**config.mk**
```make
export PLATFORM = sky130hd
export DESIGN_NAME = frame_location_stream_parser_flat
export DESIGN_NICKNAME = d
export VERILOG_FILES = /design/src/sv/flsp_pkg.sv /design/src/sv/flsp_if.sv /design/src/sv/frame_location_stream_parser.sv /design/src/flat_wrapper.sv
export SDC_FILE = /design/constraint.sdc
export NUM_CORES = 1
export LEC_CHECK = 0
export ABC_CLOCK_PERIOD_IN_PS = 6600
export CAP_MARGIN = 20
export CORE_UTILIZATION = 30
export CTS_BUF_LIST = sky130_fd_sc_hd__clkbuf_2
export DETAILED_ROUTE_END_ITERATION = 7
export DONT_BUFFER_PORTS = 1
export PLACE_DENSITY = 0.54
export SLEW_MARGIN = 20
export SYNTH_ARGS = -nofsm -noshare
export SYNTH_HDL_FRONTEND = slang
export SYNTH_SLANG_ARGS = --single-unit
```
**constraint.sdc**
```tcl
create_clock -name clk -period 6.6 [get_ports clk]
set_input_delay 0.33 -clock clk [delete_from_list [all_inputs] [get_ports clk]]
set_output_delay 0.33 -clock clk [all_outputs]
set_load 0.005 [all_outputs]
```
**src/sv/flsp_pkg.sv**
```systemverilog
// ----------------------------------------------------------------------------
// Frame location stream parser package
// Shared result type and stream codes for the parser and its testbench.
// ----------------------------------------------------------------------------
`default_nettype none

package flsp_pkg;

  // Header nibble codes.
  localparam logic [3:0] END_CODE   = 4'b1111;
  localparam logic [3:0] EMPTY_CODE = 4'b0000;
  localparam int unsigned NIBBLE_BITS = 4;

  // One result word as it is held in the output queue.
  typedef struct packed {
    logic [3:0]  frame_type;
    logic [63:0] frame_location;
    logic        is_frame;
    logic        last_in_run;
    logic        stream_done;
  } result_t;

endpackage

`default_nettype wire

```
**src/sv/flsp_if.sv**
```systemverilog
// ----------------------------------------------------------------------------
// Frame location stream parser channels
// Valid/ready channels for the byte stream and for the result words.
// ----------------------------------------------------------------------------
`default_nettype none

// Byte stream channel.
interface flsp_in_if;
  logic       valid;
  logic       ready;
  logic [7:0] data_byte;
  logic       restart;

  modport source (output valid, output data_byte, output restart, input ready);
  modport sink   (input valid, input data_byte, input restart, output ready);
endinterface

// Result channel.
interface flsp_out_if;
  logic        valid;
  logic        ready;
  logic [3:0]  frame_type;
  logic [63:0] frame_location;
  logic        is_frame;
  logic        last_in_run;
  logic        stream_done;

  modport source (output valid, output frame_type, output frame_location,
                  output is_frame, output last_in_run, output stream_done,
                  input ready);
  modport sink   (input valid, input frame_type, input frame_location,
                  input is_frame, input last_in_run, input stream_done,
                  output ready);
endinterface

`default_nettype wire

```
**src/sv/frame_location_stream_parser.sv**
```systemverilog
// ----------------------------------------------------------------------------
// Frame location stream parser
// Parses header bytes and little-endian 64-bit locations into frame results.
// ----------------------------------------------------------------------------
// The parser takes one byte in every cycle while in_chan.ready is high. Each
// accepted word updates the parser state in the same cycle and pushes zero, one
// or two result words into a four-entry output queue, which delivers one word
// per cycle while the receiver is ready. The input is stalled while fewer than
// two queue entries are free, so the sustained input rate is one byte per cycle
// except where pairs of results arrive faster than the output drains them.
// Each result word is held in a queue register before it reaches the output.
`default_nettype none

module frame_location_stream_parser (
  input wire logic      clk,
  input wire logic      rst_n,
  flsp_in_if.sink       in_chan,
  flsp_out_if.source    out_chan
);

  typedef enum logic [1:0] {
    PH_HEADER = 2'd0,
    PH_FIRST  = 2'd1,
    PH_SECOND = 2'd2,
    PH_ENDED  = 2'd3
  } phase_t;

  localparam int unsigned QDEPTH = 4;

  // Parser state.
  phase_t      phase_r, phase_nxt, eff_phase;
  logic [2:0]  idx_r, idx_nxt;
  logic [3:0]  first_type_r, first_type_nxt;
  logic [3:0]  second_type_r, second_type_nxt;
  logic [63:0] first_loc_r, first_loc_nxt;
  logic [63:0] second_loc_r, second_loc_nxt;
  logic        eaf_r, eaf_nxt;

  // Results of the current word.
  flsp_pkg::result_t res0, res1;
  logic [1:0]  n_res;
  logic        emit;
  logic [3:0]  t1, t2;

  // Output queue.
  flsp_pkg::result_t fifo_r [QDEPTH];
  logic [1:0]  wr_ptr_r, rd_ptr_r;
  logic [2:0]  count_r;
  logic        in_acc, out_acc;

  assign in_acc  = in_chan.valid && in_chan.ready;
  assign out_acc = out_chan.valid && out_chan.ready;

  // Two free entries are needed for the worst case of a word.
  assign in_chan.ready = (count_r <= 3'(QDEPTH - 2));

  assign t1 = in_chan.data_byte[7:4];
  assign t2 = in_chan.data_byte[3:0];

  // Next parser state and results for the word on the input.
  always_comb begin
    phase_nxt       = phase_r;
    idx_nxt         = idx_r;
    first_type_nxt  = first_type_r;
    second_type_nxt = second_type_r;
    first_loc_nxt   = first_loc_r;
    second_loc_nxt  = second_loc_r;
    eaf_nxt         = eaf_r;
    res0            = '0;
    res1            = '0;
    n_res           = 2'd0;
    emit            = 1'b0;
    eff_phase       = in_chan.restart ? PH_HEADER : phase_r;

    unique case (eff_phase)
      PH_HEADER: begin
        idx_nxt = 3'd0;
        if (t1 == flsp_pkg::END_CODE) begin
          // End code first: a single end marker.
          res0.last_in_run = 1'b1;
          res0.stream_done = 1'b1;
          n_res            = 2'd1;
          phase_nxt        = PH_ENDED;
        end else begin
          first_type_nxt  = t1;
          eaf_nxt         = (t2 == flsp_pkg::END_CODE);
          second_type_nxt = eaf_nxt ? flsp_pkg::EMPTY_CODE : t2;
          if (t1 != flsp_pkg::EMPTY_CODE) begin
            phase_nxt = PH_FIRST;
          end else if (!eaf_nxt && t2 != flsp_pkg::EMPTY_CODE) begin
            phase_nxt = PH_SECOND;
          end else begin
            emit = 1'b1;
          end
        end
      end
      PH_FIRST: begin
        first_loc_nxt = {in_chan.data_byte, first_loc_r[63:8]};
        idx_nxt       = 3'(idx_r + 3'd1);
        if (idx_r == 3'd7) begin
          if (!eaf_r && second_type_r != flsp_pkg::EMPTY_CODE) begin
            phase_nxt = PH_SECOND;
          end else begin
            emit = 1'b1;
          end
        end
      end
      PH_SECOND: begin
        second_loc_nxt = {in_chan.data_byte, second_loc_r[63:8]};
        idx_nxt        = 3'(idx_r + 3'd1);
        if (idx_r == 3'd7) begin
          emit = 1'b1;
        end
      end
      PH_ENDED: begin
        // Words after the end are dropped.
      end
      default: begin
      end
    endcase

    // Emit the completed pair, or only the first frame when the stream ends.
    if (emit) begin
      res0.frame_type     = first_type_nxt;
      res0.frame_location = first_loc_nxt;
      res0.is_frame       = 1'b1;
      if (eaf_nxt) begin
        res0.last_in_run = 1'b1;
        res0.stream_done = 1'b1;
        n_res            = 2'd1;
        phase_nxt        = PH_ENDED;
      end else begin
        res1.frame_type     = second_type_nxt;
        res1.frame_location = second_loc_nxt;
        res1.is_frame       = 1'b1;
        res1.last_in_run    = 1'b1;
        n_res               = 2'd2;
        phase_nxt           = PH_HEADER;
      end
    end
  end

  // Parser state registers.
  always_ff @(posedge clk) begin
    if (!rst_n) begin
      phase_r       <= PH_HEADER;
      idx_r         <= 3'd0;
      first_type_r  <= flsp_pkg::EMPTY_CODE;
      second_type_r <= flsp_pkg::EMPTY_CODE;
      first_loc_r   <= 64'd0;
      second_loc_r  <= 64'd0;
      eaf_r         <= 1'b0;
    end else if (in_acc) begin
      phase_r       <= phase_nxt;
      idx_r         <= idx_nxt;
      first_type_r  <= first_type_nxt;
      second_type_r <= second_type_nxt;
      first_loc_r   <= first_loc_nxt;
      second_loc_r  <= second_loc_nxt;
      eaf_r         <= eaf_nxt;
    end
  end

  // Queue entries carry payload only.
  always_ff @(posedge clk) begin
    if (in_acc && n_res != 2'd0) begin
      fifo_r[wr_ptr_r] <= res0;
    end
    if (in_acc && n_res == 2'd2) begin
      fifo_r[2'(wr_ptr_r + 2'd1)] <= res1;
    end
  end

  // Queue pointers and fill count.
  always_ff @(posedge clk) begin
    if (!rst_n) begin
      wr_ptr_r <= 2'd0;
      rd_ptr_r <= 2'd0;
      count_r  <= 3'd0;
    end else begin
      if (in_acc) begin
        wr_ptr_r <= 2'(wr_ptr_r + n_res);
      end
      if (out_acc) begin
        rd_ptr_r <= 2'(rd_ptr_r + 2'd1);
      end
      count_r <= 3'(count_r + (in_acc ? {1'b0, n_res} : 3'd0) - {2'd0, out_acc});
    end
  end

  // Head of the queue drives the result channel.
  assign out_chan.valid          = (count_r != 3'd0);
  assign out_chan.frame_type     = fifo_r[rd_ptr_r].frame_type;
  assign out_chan.frame_location = fifo_r[rd_ptr_r].frame_location;
  assign out_chan.is_frame       = fifo_r[rd_ptr_r].is_frame;
  assign out_chan.last_in_run    = fifo_r[rd_ptr_r].last_in_run;
  assign out_chan.stream_done    = fifo_r[rd_ptr_r].stream_done;

endmodule

`default_nettype wire

```
**src/flat_wrapper.sv**
```systemverilog
// flat-port wrapper written by rule: the top's interface ports become plain ports
module frame_location_stream_parser_flat 
  (clk, rst_n, in_chan_valid, in_chan_data_byte, in_chan_restart, in_chan_ready, out_chan_valid, out_chan_frame_type, out_chan_frame_location, out_chan_is_frame, out_chan_last_in_run, out_chan_stream_done, out_chan_ready);
  flsp_in_if in_chan_i ();
  flsp_out_if out_chan_i ();
  input wire logic clk;
  input wire logic rst_n;
  input wire logic [$bits(in_chan_i.valid)-1:0] in_chan_valid;
  input wire logic [$bits(in_chan_i.data_byte)-1:0] in_chan_data_byte;
  input wire logic [$bits(in_chan_i.restart)-1:0] in_chan_restart;
  output wire logic [$bits(in_chan_i.ready)-1:0] in_chan_ready;
  output wire logic [$bits(out_chan_i.valid)-1:0] out_chan_valid;
  output wire logic [$bits(out_chan_i.frame_type)-1:0] out_chan_frame_type;
  output wire logic [$bits(out_chan_i.frame_location)-1:0] out_chan_frame_location;
  output wire logic [$bits(out_chan_i.is_frame)-1:0] out_chan_is_frame;
  output wire logic [$bits(out_chan_i.last_in_run)-1:0] out_chan_last_in_run;
  output wire logic [$bits(out_chan_i.stream_done)-1:0] out_chan_stream_done;
  input wire logic [$bits(out_chan_i.ready)-1:0] out_chan_ready;
  assign in_chan_i.valid = in_chan_valid;
  assign in_chan_i.data_byte = in_chan_data_byte;
  assign in_chan_i.restart = in_chan_restart;
  assign in_chan_ready = in_chan_i.ready;
  assign out_chan_valid = out_chan_i.valid;
  assign out_chan_frame_type = out_chan_i.frame_type;
  assign out_chan_frame_location = out_chan_i.frame_location;
  assign out_chan_is_frame = out_chan_i.is_frame;
  assign out_chan_last_in_run = out_chan_i.last_in_run;
  assign out_chan_stream_done = out_chan_i.stream_done;
  assign out_chan_i.ready = out_chan_ready;
  frame_location_stream_parser u_core (.clk(clk), .rst_n(rst_n), .in_chan(in_chan_i), .out_chan(out_chan_i));
endmodule
```
# After elaboration in Yosys (flattened, before gate mapping)
# Memory sizes are Yosys's and may differ from the RTL's. A register that Yosys moved wholly into a read port is not among the register bits.
# Index checks and enable logic that the tools add are counted.
# Widths: inputs -> output; s select.
# classes
addsub	6
multipliers	0
div_mod_pow	0
n_lt_le_gt_ge	1
n_eq_ne	9
shifts	0
mux	43
bitwise_logic	0
reduce_logical	19
# op_table
op	count
$mux 70	2
$mux 64	2
$mux 71	1
$mux 2	17
$mux 4	5
$mux 1	13
$reduce_bool 4->1	3
$eq 4x4->1 const B	2
$logic_and 1x1->1	6
$ne 3x1->1 const B	2
$pmux 3 s2	1
$reduce_bool 3->1	2
$ne 5x1->1 const B	1
$reduce_and 5->1	1
$add 2x1->2 const B	2
$eq 2x2->1 const B	2
$pmux 2 s2	1
$reduce_bool 2->1	2
$add 3x1->3 const B	1
$add 3x3->3	1
$eq 3x3->1 const B	1
$le 3x2->1 const B	1
$pmux 1 s3	1
$sub 3x1->3	1
6 further kinds	7
# word_totals
ff_bits	149
latch_bits	0
ram_bits	284
rom_bits	0
inputBits	13
out_inout_bits	73
n_memories	1
# mem_list
name	words	word_bits	read_ports	rd_clocked_by_memory_dff	write_ports	line	rtl
u_core.fifo_r	4	71	1	1	2	frame_location_stream_parser.sv:46	flsp_pkg::result_t fifo_r [QDEPTH];

# Logic depth before layout (Yosys ltp)
# logic_depth
ltp_word	12
mapped_depth	14
ltp_nobuf	14

# Worst setup path before layout
# Ideal clock, no wire load.
# synth_path
path_type	input to register
start	input port in_chan_data_byte[1]
end	memory u_core.fifo_r[3][10] (netlist bit), enable pin
setup_ps	595
arrival_ps	6724
slack_ps	-719
path_stages	5
path_buffers	1
path_cell_list	or4_1 a2111o_1 and3_1 clkbuf_1 o21ai_0
# synth_rtl
element	line	rtl
start: declaration	flat_wrapper.sv:9	input wire logic [$bits(in_chan_i.data_byte)-1:0] in_chan_data_byte;
end: declaration	frame_location_stream_parser.sv:46	

==> flow_metrics.tcl <==
set metrics [dict create \
    synth_cell_types 50 \
    wl_per_cell_um 23.8 \
    synth-compound-area-share_pct 15.8 \
    powerDensity_mw_per_mm2 329 \
    grt_pass1_wl_um 86000 \
    antenna_found_initial 1 \
    slew_headroom_pct 23.6 \
    die_w_um 255 \
    cpMaxStageDelayCell "ha_4" \
    fp.dieH_um 255 \
    dr.pass1.iters 5 \
    worstMarginPinSlew_ps 1150 \
    num_rows 92 \
    cts_tree "built" \
    async_reset_ff_share_pct 0 \
    ios 86 \
    status "finished clean" \
    grt.met3_usage_pct 4.49 \
    synth-edff-count 280 \
    end_kind "register" \
    worstHoldPathType "in2reg" \
    grt-busiest-layer "met2" \
    clockRootBuffer "clkbuf_2" \
    syn-num-nets 1494 \
    max_stage_delay_ps 660 \
    grt_pass1_vias 13162 \
    cp-endpoint "u_core.fifo_r[2][30]$_DFFE_PP_" \
    crit_chain "nand2b_1, inv_1, ha_4, o21ai_0, a211o_1, a221oi_4, nand3_2, buf_4, o21ai_4, buf_4" \
    synth_seq_cells 435 \
    n_fill_cell 6315 \
    num-nets-final 1507 \
    drcViolationCount 0 \
    synth.mux.area_fraction_pct 15.1 \
    swShare_pct 34.6 \
    drv_cap 0 \
    portBuffers 0 \
    syn_area_per_cell_sq_um 13.0 \
    power.switching_w 0.00241 \
    grt.total_usage_pct 17.7 \
    ant_nets 0 \
    syn_to_final_growth_pct 10.8 \
    worstPathArrival_ps 5310 \
    grt-ovfl-total 0 \
    grt_max_degree 273 \
    place_hpwl_um 32300 \
    r2r-start "u_core.phase_r[1]$_SDFFE_PN0P_" \
    cts_made_buffers 107 \
    r2r_cells 10 \
    cts_resized 0 \
    start_kind "register" \
    power.share.clock_pct 27.8 \
    stdcell_area_sq_mm 0.0212 \
    setup_violations 0 \
    gp_congestion 0.773 \
    via_count 13535 \
    core_sq_mm 0.0631 \
    hold_viol_final 0 \
    synth_seq_area_share_pct 60.1 \
    rsz0062_at_grt "no" \
    p_int_w 0.00457 \
    synthAdderAreaFrac_pct 0.757 \
    viasPerCell 5.58 \
    path_class "reg2reg" \
    h-tree-depth 3 \
    cts_buffer_depth 3 \
    seqPwrFrac_pct 48.4 \
    maxSlewViolCount 0 \
    drt_iter0_drc 1038 \
    drive_gt1_share_pct 18.9 \
    worstPathRequired_ps 7250 \
    ir_drop_v 0.000192 \
    synth_top_family_by_area "compound AO/OA/AOI/OAI gates" \
    r2r_end "u_core.fifo_r[2][30]$_DFFE_PP_" \
    ys.flop_type "edfxtp_1" \
    netlist_instances 1470 \
    dpl_cell_area_sq_mm 0.0200 \
    leakagePower_nw 6.52 \
    fmax_mhz 214 \
    synthSimpleGateAreaFrac_pct 4.96 \
    initial_utilization_pct 30.4 \
    clock_latency_ps 1080 \
    clk_pin_slew_ps 110 \
    p_comb_share_pct 23.8 \
    ys_warn_count 0 \
    period_needed_ps 4660 \
    finalClockSkew_ps 82.7 \
    cp_max_fo 72 \
    die_area_sq_mm 0.0649 \
    tns_ps 0 \
    period_share_pct 70.6 \
    met2_usage_pct 28.4 \
    clock-sinks 435 \
    cp_common_cell "buf_4" \
    synth_xor_area_share_pct 0.183 \
    grt_use_met1_pct 23.2 \
    drt_wl_total_um 57700 \
    rrSetupSlack_ps 1940 \
    syn_area_sq_mm 0.0192 \
    crit_start "u_core.phase_r[1]$_SDFFE_PN0P_" \
]
## timing repair
item | CTS | global route
buffers inserted | 0 | 0
endpoints found under the hold margin | 139 | 0
hold buffers | 17 | 0
## power groups by stage
| stage | logic [W] | registers (W) | clock network (W) |
|---|---|---|---|
| global placement | 0.00164 | 0.00344 | 0 |
| finish | 0.00166 | 0.00338 | 0.00194 |
| detailed placement | 0.00166 | 0.00344 | 0 |
| global route | 0.00183 | 0.00341 | 0.00214 |
| CTS | 0.00169 | 0.00338 | 0.00200 |
| floorplan | 0.00130 | 0.00324 | 0 |
## registers in the layout (all words and copies together) (netlist names), named ones only
name,count
u_core.fifo_r,284
u_core.first_loc_r,64
u_core.second_loc_r,64
u_core.first_type_r,4
u_core.second_type_r,4
u_core.count_r,3
u_core.idx_r,3
u_core.phase_r,2
u_core.rd_ptr_r,2
u_core.wr_ptr_r,2
u_core.eaf_r,1
## kinds of logic (layout without fill, tap and decap cells)
family,count (synthesis),after routing
AOI/OAI and AO/OA,453,453
xor gates and xnor gates,4,4
adders and majority gates,11,11
buffers and inverters,150,258
DFF,435,435
muxes,201,201
other,0,1
and+or+nand+nor,216,216
## critical path: cells and delay by family, from the launching register on
family	cells	cell delay, ps
AO/OA/AOI/OAI	4	1690
buffers and inverters	3	1230
adder cells (fa/ha/maj)	1	660
flip-flops	1	350
AND/OR/NAND/NOR	2	250
## stage by stage
| step | std cells | hold slack (ps) | total power (W) | setup WS [ps] | utilization, % |
|---|---|---|---|---|---|
| floorplan | 1470 | 426 | 0.00454 | -719 | - |
| global placement | 2202 | 441 | 0.00508 | 1920 | 31.6 |
| detailed placement | 2202 | 459 | 0.00511 | 1870 | 31.6 |
| CTS | 2423 | 12.3 | 0.00707 | 1830 | 33.6 |
| global route | 2425 | 94.3 | 0.00738 | 1630 | 33.7 |
| finish | 2425 | 142 | 0.00698 | 1940 | 33.7 |
## final cells by class
| class | instances | area, sq um | area share [%] |
|---|---|---|---|
| flip-flops and latches | 435 | 11500 | 54.3 |
| multi-input cells | 885 | 7140 | 33.6 |
| well taps | 846 | 1060 | 4.99 |
| clock buffers | 177 | 886 | 4.17 |
| repair buffers | 41 | 383 | 1.80 |
| clock inverters | 27 | 185 | 0.872 |
| inverters | 13 | 51.3 | 0.242 |
| diodes | 1 | 2.50 | 0.0118 |
## metal layers
metal	wire length, um	vias up
met5	0	-
met4	1090	0
met3	4760	81
met2	27400	557
met1	24400	6851
li1	-	6046
## placed cells by master (no fill, tap or decap), types with 3 or more instances in the layout
master	n
ha_1	8
o22ai_1	276
mux4_2	71
dlygate4sd3_1	17
o31ai_1	3
and2_1	7
xnor2_1	3
nand2b_1	5
inv_1	12
o21ai_0	13
clkbuf_2	177
mux2i_1	130
nor3_1	4
buf_4	22
nand2_2	4
clkinv_1	19
or3_1	4
nand2_1	19
clkinv_2	4
bufinv_16	3
nor2_1	147
nand4_1	3
a21oi_1	9
or4_1	4
o21ai_4	4
nand3_1	4
edfxtp_1	280
a211oi_1	133
and3_1	6
dfxtp_1	153
## cells in the mapped netlist (all sizes together), types with 2 or more instances
library cell  number  area (sq um)
edfxtp           280          8410
o22ai            276          1730
dfxtp            155          3100
nor2             148           556
a211oi           133           998
mux2i            130          1300
clkbuf            91           342
mux4              71          1600
buf               46           208
nand2             23          91.3
o21ai             17          85.1
inv               13          48.8
ha                10           125
a21oi              9          45.0
and2               7          43.8
and3               6          37.5
nand3              6          35.0
nand2b             5          31.3
nand4              4          40.0
nor3               4          20.0
or3                4          25.0
or4                4          30.0
o31ai              3          22.5
xnor2              3          26.3
nand3b             2          15.0
o211a              2          20.0
## how the worst min path moves through the flow
stage | slack (ps) | startpoint | cells past startpoint | endpoint
finish | 140 | in_chan_data_byte[2] | 4 | u_core.fifo_r[0][0]$_SDFFE_PP0P_
global route | 90 | in_chan_data_byte[2] | 4 | u_core.fifo_r[0][0]$_SDFFE_PP0P_
CTS | 10 | in_chan_data_byte[2] | 4 | u_core.fifo_r[0][0]$_SDFFE_PP0P_
detailed placement | 460 | rst_n | 1 | u_core.first_type_r[3]$_SDFFE_PN0P_
global placement | 440 | u_core.fifo_r[3][0]$_SDFFE_PP0P_ | 2 | u_core.fifo_r[3][0]$_SDFFE_PP0P_
floorplan | 430 | u_core.fifo_r[3][0]$_SDFFE_PP0P_ | 2 | u_core.fifo_r[3][0]$_SDFFE_PP0P_
Power figures use the tool's default switching activity.
